<file path="src/sv/svpd_pkg.sv">
// Shared types, constants and the phase role table for the space-vector PWM duty block.
`default_nettype none
package svpd_pkg;

  typedef struct packed {
    logic signed [15:0] v_alpha;
    logic signed [15:0] v_beta;
  } in_t;

  typedef struct packed {
    logic [15:0] duty_a;
    logic [15:0] duty_b;
    logic [15:0] duty_c;
    logic [2:0]  sector_code;
    logic        limited;
  } out_t;

  // Side data that travels alongside the divider pipeline
  typedef struct packed {
    logic [2:0]  sector;
    logic        limited;
    logic [16:0] s;
    logic [16:0] x;
  } mid_t;

  typedef enum logic [1:0] {
    ROLE_TRAIL = 2'd0,
    ROLE_MID   = 2'd1,
    ROLE_LEAD  = 2'd2
  } role_t;

  localparam logic [16:0] DUTY_ONE = 17'd32768;

  // Role of a phase (0 = A, 1 = B, 2 = C) for a sector code
  function automatic role_t phase_role(input logic [2:0] sec, input logic [1:0] ph);
    role_t r0, r1, r2;
    begin
      r0 = ROLE_TRAIL;
      r1 = ROLE_TRAIL;
      r2 = ROLE_TRAIL;
      case (sec)
        3'd1: begin r0 = ROLE_MID;   r1 = ROLE_LEAD;  r2 = ROLE_TRAIL; end
        3'd2: begin r0 = ROLE_TRAIL; r1 = ROLE_MID;   r2 = ROLE_LEAD;  end
        3'd3: begin r0 = ROLE_TRAIL; r1 = ROLE_LEAD;  r2 = ROLE_MID;   end
        3'd4: begin r0 = ROLE_LEAD;  r1 = ROLE_TRAIL; r2 = ROLE_MID;   end
        3'd5: begin r0 = ROLE_LEAD;  r1 = ROLE_MID;   r2 = ROLE_TRAIL; end
        3'd6: begin r0 = ROLE_MID;   r1 = ROLE_TRAIL; r2 = ROLE_LEAD;  end
        default: begin r0 = ROLE_TRAIL; r1 = ROLE_TRAIL; r2 = ROLE_TRAIL; end
      endcase
      case (ph)
        2'd0:    phase_role = r0;
        2'd1:    phase_role = r1;
        default: phase_role = r2;
      endcase
    end
  endfunction

endpackage
`default_nettype wire

</file>
<file path="src/sv/svpd_proj.sv">
// Two pipeline stages: axis projections, sector code and active-time selection.
`default_nettype none
module svpd_proj #(
  parameter int FRAC_BITS = 15,
  localparam int TW = FRAC_BITS + 17
) (
  input  wire logic             clk,
  input  wire logic             rst,
  input  wire logic             in_valid,
  input  wire svpd_pkg::in_t    vin,
  output logic                  out_valid,
  output logic [2:0]            sector,
  output logic [TW-1:0]         tx,
  output logic [TW-1:0]         ty
);

  localparam int UW = FRAC_BITS + 18;
  localparam logic [63:0] KQ =
    (64'd3719550787 + (64'd1 << (31 - FRAC_BITS))) >> (32 - FRAC_BITS);
  localparam logic signed [UW-1:0] K_S = UW'(KQ);

  logic                 valid1;
  logic signed [UW-1:0] prod, u1, hb;
  logic signed [UW-1:0] u2, u3, sx, sy;
  logic [2:0]           sec;

  // Stage one: scale alpha by sqrt3/2, shift beta
  always_ff @(posedge clk) begin
    if (rst) begin
      valid1 <= 1'b0;
    end else begin
      valid1 <= in_valid;
    end
    prod <= UW'(vin.v_alpha) * K_S;
    u1   <= UW'(vin.v_beta) <<< FRAC_BITS;
    hb   <= UW'(vin.v_beta) <<< (FRAC_BITS - 1);
  end

  // Stage two: remaining projections, sector code, active-time pick
  always_comb begin
    u2 = -prod - hb;
    u3 = prod - hb;
    sec = {(!u3[UW-1] && (|u3)), (!u2[UW-1] && (|u2)), (!u1[UW-1] && (|u1))};
    case (sec)
      3'd5:    begin sx = u3;  sy = u1;  end
      3'd1:    begin sx = -u3; sy = -u2; end
      3'd3:    begin sx = u1;  sy = u2;  end
      3'd2:    begin sx = -u1; sy = -u3; end
      3'd6:    begin sx = u2;  sy = u3;  end
      3'd4:    begin sx = -u2; sy = -u1; end
      default: begin sx = '0;  sy = '0;  end
    endcase
  end

  always_ff @(posedge clk) begin
    if (rst) begin
      out_valid <= 1'b0;
    end else begin
      out_valid <= valid1;
    end
    sector <= sec;
    tx     <= sx[UW-1] ? '0 : sx[TW-1:0];
    ty     <= sy[UW-1] ? '0 : sy[TW-1:0];
  end

endmodule
`default_nettype wire

</file>
<file path="src/sv/svpd_div.sv">
// Pipelined restoring divider, one quotient bit per stage, with side data.
`default_nettype none
module svpd_div #(
  parameter int DW = 33,
  localparam int CW = DW + 16
) (
  input  wire logic           clk,
  input  wire logic           rst,
  input  wire logic           in_valid,
  input  wire logic [CW-1:0]  num,
  input  wire logic [DW-1:0]  den,
  input  wire svpd_pkg::mid_t side_in,
  output logic                out_valid,
  output logic [15:0]         quo,
  output svpd_pkg::mid_t      side_out
);

  logic           vld  [0:16];
  logic [CW-1:0]  rem  [0:16];
  logic [DW-1:0]  dv   [0:16];
  logic [15:0]    qb   [0:16];
  svpd_pkg::mid_t sd   [0:16];

  assign vld[0] = in_valid;
  assign rem[0] = num;
  assign dv[0]  = den;
  assign qb[0]  = '0;
  assign sd[0]  = side_in;

  // Resolve one quotient bit per stage, most significant first
  for (genvar j = 0; j < 16; j++) begin : g_stage
    logic [CW-1:0] shifted;
    logic          take;
    always_comb begin
      shifted = CW'(dv[j]) << (15 - j);
      take    = rem[j] >= shifted;
    end
    always_ff @(posedge clk) begin
      if (rst) begin
        vld[j+1] <= 1'b0;
      end else begin
        vld[j+1] <= vld[j];
      end
      rem[j+1] <= take ? rem[j] - shifted : rem[j];
      dv[j+1]  <= dv[j];
      qb[j+1]  <= qb[j] | (take ? (16'd1 << (15 - j)) : 16'd0);
      sd[j+1]  <= sd[j];
    end
  end

  assign out_valid = vld[16];
  assign quo       = qb[16];
  assign side_out  = sd[16];

endmodule
`default_nettype wire

</file>
<file path="src/sv/svpd_mix.sv">
// Output stage: choose active times, split zero-vector time, assign phase duties.
`default_nettype none
module svpd_mix (
  input  wire logic           clk,
  input  wire logic           rst,
  input  wire logic           in_valid,
  input  wire logic [15:0]    quo,
  input  wire svpd_pkg::mid_t side,
  output logic                done,
  output svpd_pkg::out_t      duty
);

  logic [16:0] x, s, y, t7;
  logic [16:0] d [0:2];
  svpd_pkg::role_t r;

  // Pick limited or rounded times, then build each phase duty
  always_comb begin
    if (side.limited) begin
      x = ({1'b0, quo} > svpd_pkg::DUTY_ONE) ? svpd_pkg::DUTY_ONE : {1'b0, quo};
      s = svpd_pkg::DUTY_ONE;
    end else begin
      x = side.x;
      s = side.s;
    end
    y  = s - x;
    t7 = (svpd_pkg::DUTY_ONE - s) >> 1;
    r  = svpd_pkg::ROLE_TRAIL;
    for (int p = 0; p < 3; p++) begin
      r = svpd_pkg::phase_role(side.sector, 2'(p));
      case (r)
        svpd_pkg::ROLE_LEAD: d[p] = t7 + s;
        svpd_pkg::ROLE_MID:  d[p] = t7 + y;
        default:             d[p] = t7;
      endcase
    end
  end

  always_ff @(posedge clk) begin
    if (rst) begin
      done <= 1'b0;
    end else begin
      done <= in_valid;
    end
    duty.duty_a      <= d[0][15:0];
    duty.duty_b      <= d[1][15:0];
    duty.duty_c      <= d[2][15:0];
    duty.sector_code <= side.sector;
    duty.limited     <= side.limited;
  end

endmodule
`default_nettype wire

</file>
<file path="src/sv/space_vector_pwm_duty.sv">
// An accepted transaction passes the projection, sum, divider and output registers to its done strobe.
// Throughput: one transaction per cycle; busy stays low, every stage is pipelined
// and the overmodulation divider resolves one quotient bit in each of its 16 stages.
// Each result shows for one cycle with done; the receiver cannot stall.
// Reset (rst, synchronous) clears all valid bits; payload registers are not reset.
`default_nettype none
module space_vector_pwm_duty #(
  parameter int FRAC_BITS = 15
) (
  input  wire logic           clk,
  input  wire logic           rst,
  input  wire logic           start,
  output logic                busy,
  input  wire svpd_pkg::in_t  volts,
  output logic                done,
  output svpd_pkg::out_t      duty
);

  localparam int TW  = FRAC_BITS + 17;
  localparam int SW  = FRAC_BITS + 18;
  localparam int CW  = SW + 16;
  localparam int LAT = 20;

  logic           p_valid;
  logic [2:0]     p_sec;
  logic [TW-1:0]  p_tx, p_ty;
  logic [SW-1:0]  sum, sum_r, tx_r;
  logic [16:0]    s_rnd, x_rnd;
  logic           lim;

  logic           v3;
  svpd_pkg::mid_t mid3, d_side;
  logic [CW-1:0]  num3;
  logic [SW-1:0]  den3;
  logic           d_valid;
  logic [15:0]    d_quo;

  assign busy = 1'b0;

  svpd_proj #(.FRAC_BITS(FRAC_BITS)) u_proj (
    .clk       (clk),
    .rst       (rst),
    .in_valid  (start && !busy),
    .vin       (volts),
    .out_valid (p_valid),
    .sector    (p_sec),
    .tx        (p_tx),
    .ty        (p_ty)
  );

  // Sum the active times, detect overmodulation, round to Q1.15
  always_comb begin
    tx_r  = SW'(p_tx);
    sum   = tx_r + SW'(p_ty);
    lim   = sum > (SW'(1) << (15 + FRAC_BITS));
    sum_r = sum + (SW'(1) << (FRAC_BITS - 1));
    s_rnd = sum_r[FRAC_BITS+16:FRAC_BITS];
    x_rnd = 17'((tx_r + (SW'(1) << (FRAC_BITS - 1))) >> FRAC_BITS);
    if (x_rnd > s_rnd) begin
      x_rnd = s_rnd;
    end
  end

  always_ff @(posedge clk) begin
    if (rst) begin
      v3 <= 1'b0;
    end else begin
      v3 <= p_valid;
    end
    mid3.sector  <= p_sec;
    mid3.limited <= lim;
    mid3.s       <= s_rnd;
    mid3.x       <= x_rnd;
    num3         <= (CW'(p_tx) << 15) + CW'(sum >> 1);
    den3         <= sum;
  end

  svpd_div #(.DW(SW)) u_div (
    .clk       (clk),
    .rst       (rst),
    .in_valid  (v3),
    .num       (num3),
    .den       (den3),
    .side_in   (mid3),
    .out_valid (d_valid),
    .quo       (d_quo),
    .side_out  (d_side)
  );

  svpd_mix u_mix (
    .clk      (clk),
    .rst      (rst),
    .in_valid (d_valid),
    .quo      (d_quo),
    .side     (d_side),
    .done     (done),
    .duty     (duty)
  );

`ifndef SYNTH
  a_latency: assert property (@(posedge clk) disable iff (rst)
    done |-> $past(start && !busy, LAT))
    else $error("result without matching transaction");

  a_zero_ref: assert property (@(posedge clk) disable iff (rst)
    done && (duty.sector_code == 3'd0 || duty.sector_code == 3'd7) |->
      duty.duty_a == 16'd16384 && duty.duty_b == 16'd16384 && duty.duty_c == 16'd16384
      && !duty.limited)
    else $error("zero reference gives wrong duties");

  a_range: assert property (@(posedge clk) disable iff (rst)
    done |-> duty.duty_a <= 16'd32768 && duty.duty_b <= 16'd32768
      && duty.duty_c <= 16'd32768)
    else $error("duty beyond full period");
`endif

endmodule
`default_nettype wire

</file>
<file path="config.mk">
export PLATFORM = sky130hd
export DESIGN_NAME = space_vector_pwm_duty
export DESIGN_NICKNAME = d
export VERILOG_FILES = /design/src/sv/svpd_pkg.sv /design/src/sv/svpd_proj.sv /design/src/sv/svpd_div.sv /design/src/sv/svpd_mix.sv /design/src/sv/space_vector_pwm_duty.sv
export SDC_FILE = /design/constraint.sdc
export NUM_CORES = 2
export LEC_CHECK = 0
export BUFFER_PORTS_ARGS = -buffer_cell sky130_fd_sc_hd__buf_2
export CELL_PAD_IN_SITES_DETAIL_PLACEMENT = 1
export CELL_PAD_IN_SITES_GLOBAL_PLACEMENT = 2
export CORE_AREA = 4 4 399 697
export DETAILED_ROUTE_END_ITERATION = 7
export DIE_AREA = 0 0 403 701
export PLACE_DENSITY_LB_ADDON = 0.15
export REMOVE_ABC_BUFFERS = 1
export SLEW_MARGIN = 30
export SYNTH_ARGS = -nofsm -noshare
export SYNTH_HDL_FRONTEND = slang
export SYNTH_SLANG_ARGS = --single-unit
</file>
<file path="constraint.sdc">
create_clock -name clk -period 11.8 [get_ports clk]
set_clock_uncertainty 0.05 [all_clocks]
set_input_delay 0.59 -clock clk [delete_from_list [all_inputs] [get_ports clk]]
set_output_delay 0.59 -clock clk [all_outputs]
set_load 0.005 [all_outputs]
</file>
Word level (Yosys, flattened, before mapping)
Cells that the tools add are included.
{"block": "classes", "n_addsub": 29, "n_mul": 1, "div_mod_pow": 0, "magnitude_cmp": 19, "eq_ne": 18, "n_shift": 0, "n_mux": 43, "bitwise_logic": 15, "reduce_logical": 15}
{"cell": "$mux W49", "n": 15}
{"cell": "$pmux W33 S6", "n": 2}
{"cell": "$or A16 B16 Y16", "n": 15}
{"cell": "$neg A33 Y33", "n": 3}
{"cell": "$pmux W16 S2", "n": 3}
{"cell": "$reduce_or A33 Y1", "n": 2}
{"cell": "$sub A33 B30 Y33", "n": 2}
{"cell": "$add A32 B15 Y32 const B", "n": 2}
{"cell": "$mux W16", "n": 4}
{"cell": "$ge A49 B33 Y1", "n": 1}
{"cell": "$ge A49 B34 Y1", "n": 1}
{"cell": "$ge A49 B35 Y1", "n": 1}
{"cell": "$ge A49 B36 Y1", "n": 1}
{"cell": "$ge A49 B37 Y1", "n": 1}
{"cell": "$ge A49 B38 Y1", "n": 1}
{"cell": "$ge A49 B39 Y1", "n": 1}
{"cell": "$ge A49 B40 Y1", "n": 1}
{"cell": "$ge A49 B41 Y1", "n": 1}
{"cell": "$ge A49 B42 Y1", "n": 1}
{"cell": "$ge A49 B43 Y1", "n": 1}
{"cell": "$ge A49 B44 Y1", "n": 1}
{"cell": "$ge A49 B45 Y1", "n": 1}
{"cell": "$ge A49 B46 Y1", "n": 1}
{"cell": "$ge A49 B47 Y1", "n": 1}
{"cell": "other kinds (52)", "n": 77}
{"block": "totals", "register_bits": 2399, "latchBits": 0, "ramBits": 0, "rom_bits": 0, "in_bits": 35, "output_inout_bits": 54, "elab_cells": 287, "n_memories": 0}

Depth between registers and ports, before layout
{"block": "logic_depth", "depth_word": 6, "mapped_depth": 25, "mapped_depth_nobuf": 24}

Hierarchy
From an unflattened synthesis, not the netlist that was laid out.
{"block": "unflattened", "cells_unflattened": 11014, "area_unflattened_um2": 102903.7}
{"mod": "svpd_div", "instances": 1, "cells_per_inst": 7923, "area_per_inst_um2": 77072.7, "seq_area_each_um2": 39838.2}
{"mod": "svpd_proj", "instances": 1, "cells_per_inst": 1771, "area_per_inst_um2": 14684.1, "seq_area_each_um2": 2282.2}
{"mod": "space_vector_pwm_duty", "instances": 1, "cells_per_inst": 729, "area_per_inst_um2": 6426.2, "seq_area_each_um2": 2102.0}
{"mod": "svpd_mix", "instances": 1, "cells_per_inst": 591, "area_per_inst_um2": 4720.8, "seq_area_each_um2": 1061.0}

Worst setup path after synthesis
No wires, ideal clock.
{"block": "synth_path", "kind": "input to register", "startpoint": "input volts[24] (netlist bit)", "endpoint": "register u_proj.prod[30]", "setup_time_ns": 0.072, "arrival_time_ns": 5.900, "required_time_ns": 11.678, "path_slack_ns": 5.778, "path_stages": 21, "path_buffers": 0, "path_cell_list": "ha_1 > inv_1 > fa_1 > fa_1 > fa_1 > fa_1 > inv_1 > fa_1 > ha_1 > a21o_1 > nor3_1 > o21ai_0 > a2111oi_0 > o31ai_1 > a21oi_1 > o21ai_0 > a21oi_1 > o21ai_0 > a21o_1 > a21oi_1 > xnor2_1"}
{"block": "synth_via", "elab_chain_len": 1}
{"element": "start, declared", "line": "space_vector_pwm_duty.sv:14", "text": "input wire svpd_pkg::in_t volts,"}
{"element": "$mul A16 B15 Y31", "line": "svpd_proj.sv:34", "text": "prod <= UW'(vin.v_alpha) * K_S;"}
{"element": "end signal, assigned", "line": "svpd_proj.sv:34"}
{"element": "end, declared", "line": "svpd_proj.sv:23", "text": "logic signed [UW-1:0] prod, u1, hb;"}
No other way between the ends.
A chain may end at the register's enable or synchronous reset.

Final worst setup path
{"block": "layout_path", "startpoint": "input volts[17] (netlist bit)", "endpoint": "register u_proj.prod[30]"}
Same word-level chain as after synthesis.

==> out/results.tsv <==
stage	metric	value	unit
critical_path	Crit path max-delay family	compound AO/OA/AOI/OAI gates	
clock_tree	Sink Count	2093	
synth	sequential area share after synthesis	44.1	%
synth	ys flop type	dfxtp_1	
floorplan	Core ar.	0.273	mm²
synth	Yosys warning total	0	
timing	Max transition margin	22.5	%
finish	area occupied by multi-input gates	0.0489	mm²
global_route	global route overflow	0	
floorplan	Die X	403	µm
finish	share of layout cells above drive strength 1	7.31	%
global_route	maximum number of pins on one net before global-route repair	67	
global_route	initial antenna violation count	2	
clock_tree	H-tree Lvls	4	
finish	Layout fillers	31000	
global_route	vias in the first global route	79000	
synth	Cells after Synth	10000	
timing	Tcrit/Tclk final	58.6	%
timing	FMAX	145	MHz
timing	Final Hold Fails	0	
timing	crit path time final	6.92	ns
timing	Final Max Slew Viols	0	
critical_path	CP endpoint kind	register	
finish	total area of sequential cells	0.0419	mm²
global_route	met2 Track Usage GR	44.8	%
finish	Total Nets Final	11200	
floorplan	die area	0.283	mm²
critical_path	crit path cell chain	dlygate4sd3_1, buf_2, ha_1, ha_1, inv_1, fa_1, fa_1, fa_1, inv_1, fa_1, ha_1, a21o_1, nor3_1, o21ai_0, a2111oi_1, o31ai_1, a21oi_1, o21ai_0, a21oi_1, o21ai_0, a21o_1, a21oi_1, xnor2_1	
detailed_routing	Detail Route Antenna Nets	0	
critical_path	Buf/Inv on CP	4	
clock_tree	Worst-Skew Late Latency	0.93	ns
job	maxcap violations	0	
floorplan	Rows	254	
clock_tree	Num CTS Buffers	206	
min_path	min-delay worst type	in -> reg	
synth	Synth async-reset ratio	0	%
global_route	GRT Total Usage	21.0	%
detailed_routing	Vias	70900	
critical_path	Critical Path Max Stage Delay	0.75	ns
global_route	grt met3 use	2.06	%
detailed_routing	DR iter-0 viols	2057	
timing	RSZ-0062 raised after global routing	no	
global_route	first-pass GRT wire length	457000	µm
detailed_routing	routed len/inst	21.5	µm
status	status	complete, no violations	
clock_tree	CTS root buf	clkbuf_16	
clock_tree	CTS tree	yes	
floorplan	Die Ht	701	µm
timing	total negative setup slack	0	ns
critical_path	Crit path required time	12.50	ns
synth	Mapped Area	0.0950	mm²
clock_tree	Worst-path clk slew	0.06	ns
timing	Worst-Margin Slew	1.15	ns
synth	EDFF count, synth	0	
critical_path	crit-path max FO	6	
critical_path	CP startpoint kind	primary input	
placement	GPL Wtd Cong	0.941	
timing	final setup fails	0	
detailed_routing	via/cell ratio	5.09	
detailed_routing	Post-Route WL	300000	µm
synth	Synth Register Bits	2093	
floorplan	IO Pins	89	
critical_path	Worst EP arrival	7.62	ns
global_route	Top Usage Layer GRT	met2	
synth	Netlist cell types	105	
detailed_routing	DRC	0	
detailed_routing	Pre-Repair DR Iteration Count	5	
global_route	GR Layer Usage met1	15.6	%
placement	Port Buffers	87	
clock_tree	clock buffer depth	4	
placement	detailed-placement wirelength estimate	249000	µm
critical_path	CP max stage cell	a2111oi_1	
synth	Mean Syn Cell Area	9.47	µm²
finish	Synth-to-Final Area Change	12.9	%
floorplan	Starting Density	34.9	%
critical_path	CP most frequent cell	fa_1	
critical_path	CP Class	in -> reg	
-- metal layers --
| layer | wire, µm | share of wire [%] | vias to the layer above |
|---|---|---|---|
| met5 | 0 | 0 | - |
| met4 | 32700 | 11 | 0 |
| met1 | 85000 | 28 | 34100 |
| met3 | 6290 | 2.1 | 837 |
| met2 | 176000 | 59 | 1072 |
| li1 | - | - | 34900 |
-- final cells by class --
type,instances,area share (%)
Sequential cell,2093,39.0
Timing Repair Buffer,188,1.16
Tap cell,3584,4.18
Clock inverter,90,1.14
Inverter,982,3.43
Clock buffer,278,5.51
Antenna cell,3,0.00700
Multi-Input combinational cell,6729,45.5
-- metrics by stage --
stage	util [%]	instance area (µm²)	hold WS, ns	instances	setup slack [ns]
6_report	39.4	107000	0.0937	13900	4.88
5_1_grt	39.4	107000	0.0879	13900	4.64
4_1_cts	39.3	107000	0.0412	13900	4.95
3_5_place_dp	36.7	100000	0.263	13600	4.23
3_3_place_gp	36.6	99900	0.260	13600	3.71
2_1_floorplan	-	94200	0.260	9804	4.99
-- worst register-to-register path, delay by kind of cell (launching register included) --
family                   cells  cell delay, ns
XOR/XNOR                     1            0.24
AO/OA/AOI/OAI                5            1.53
AND/OR/NAND/NOR              9            2.32
buffers and inverters        3            0.79
adder cells (fa/ha/maj)      3            1.08
flip-flops                   1            0.54
-- worst paths after layout --
path / start / to / slack, ns / cells past startpoint
setup / recovery: volts[17] / u_proj.prod[30]$_DFF_P_ / 4.88 / 23
setup reg to reg: u_proj.prod[16]$_DFF_P_ / u_proj.tx[17]$_SDFF_PP0_ / 5.21 / 21
hold / removal: rst / u_proj.valid1$_SDFF_PP0_ / 0.09 / 2
hold reg to reg: u_div.sd[464]$_DFF_P_ / u_div.sd[426]$_DFF_P_ / 0.22 / 0
-- cell usage after synthesis (48+ instances only) --
cell type,count,area [µm²]
o21bai_1,73,548
nor4_1,92,576
and2_1,48,300
and3_1,62,388
mux2_2,132,1490
a21oi_1,730,3650
a31oi_1,95,594
nand3_1,165,826
inv_1,977,3670
nor2b_1,134,838
nand4_1,113,707
nor2_1,679,2550
o21a_1,92,691
o21ai_0,525,2630
o31ai_1,48,360
a22oi_1,63,473
or3_1,62,388
xnor2_1,461,4040
fa_1,139,2780
a21o_1,328,2460
a211oi_1,64,480
nand2_1,648,2430
xor2_1,314,2750
dfxtp_1,2093,41900
nand2b_1,124,776
nor3_1,164,821
clkbuf_1,201,754
ha_1,809,10100
-- timing repair --
action | in CTS | in global routing
resized for setup | 0 | 0
hold buffers | 19 | 0
hold endpoints to repair | 19 | 0
setup buffers | 0 | 0
-- sequential cells by signal, summed over array words and instances (netlist names), 15 cells and up --
name            cells
den3               16
u_proj.ty          31
mid3               37
u_div.dv          361
u_div.rem         719
u_div.vld          15
u_proj.tx          31
u_div.quo          16
u_mix.duty         52
u_proj.prod        31
u_div.sd          555
u_div.qb          120
num3               48
u_div.side_out     37
u_proj.u1          16
-- kinds of logic (layout without fill, tap and decap cells) --
| group | count (synthesis) | count (layout) | synth area share, % |
|---|---|---|---|
| simple gates | 2454 | 2454 | 12.6 |
| compound gates | 2392 | 2392 | 16.0 |
| flops | 2093 | 2093 | 44.1 |
| buf+inv | 1214 | 1538 | 4.82 |
| fa+ha+maj | 950 | 950 | 13.6 |
| xor+xnor | 775 | 775 | 7.14 |
| mux | 157 | 157 | 1.83 |
| other cells | 1 | 4 | 0.00395 |
-- cell usage in the layout (no fill, tap or decap), drive strengths merged, types with 30 or more instances in the layout --
cell type	count
o21a	92
or3	62
o21bai	73
or2	30
xor2	314
o21ai	532
inv	992
and2	48
nand2b	124
nor2b	134
xnor2	461
a221oi	30
a21oi	730
clkbuf	278
o211ai	34
a21o	328
nor2	679
buf	169
a31oi	95
nand2	648
a211oi	67
and3	62
a22oi	63
nor4	95
nor3	165
nand4	115
dfxtp	2093
fa	139
ha	809
mux2	132
or4	32
clkinv	44
o31ai	51
nand3	165
Power is not shown: default switching activity piles up to over one toggle a cycle in this logic, so the estimate is an artifact.
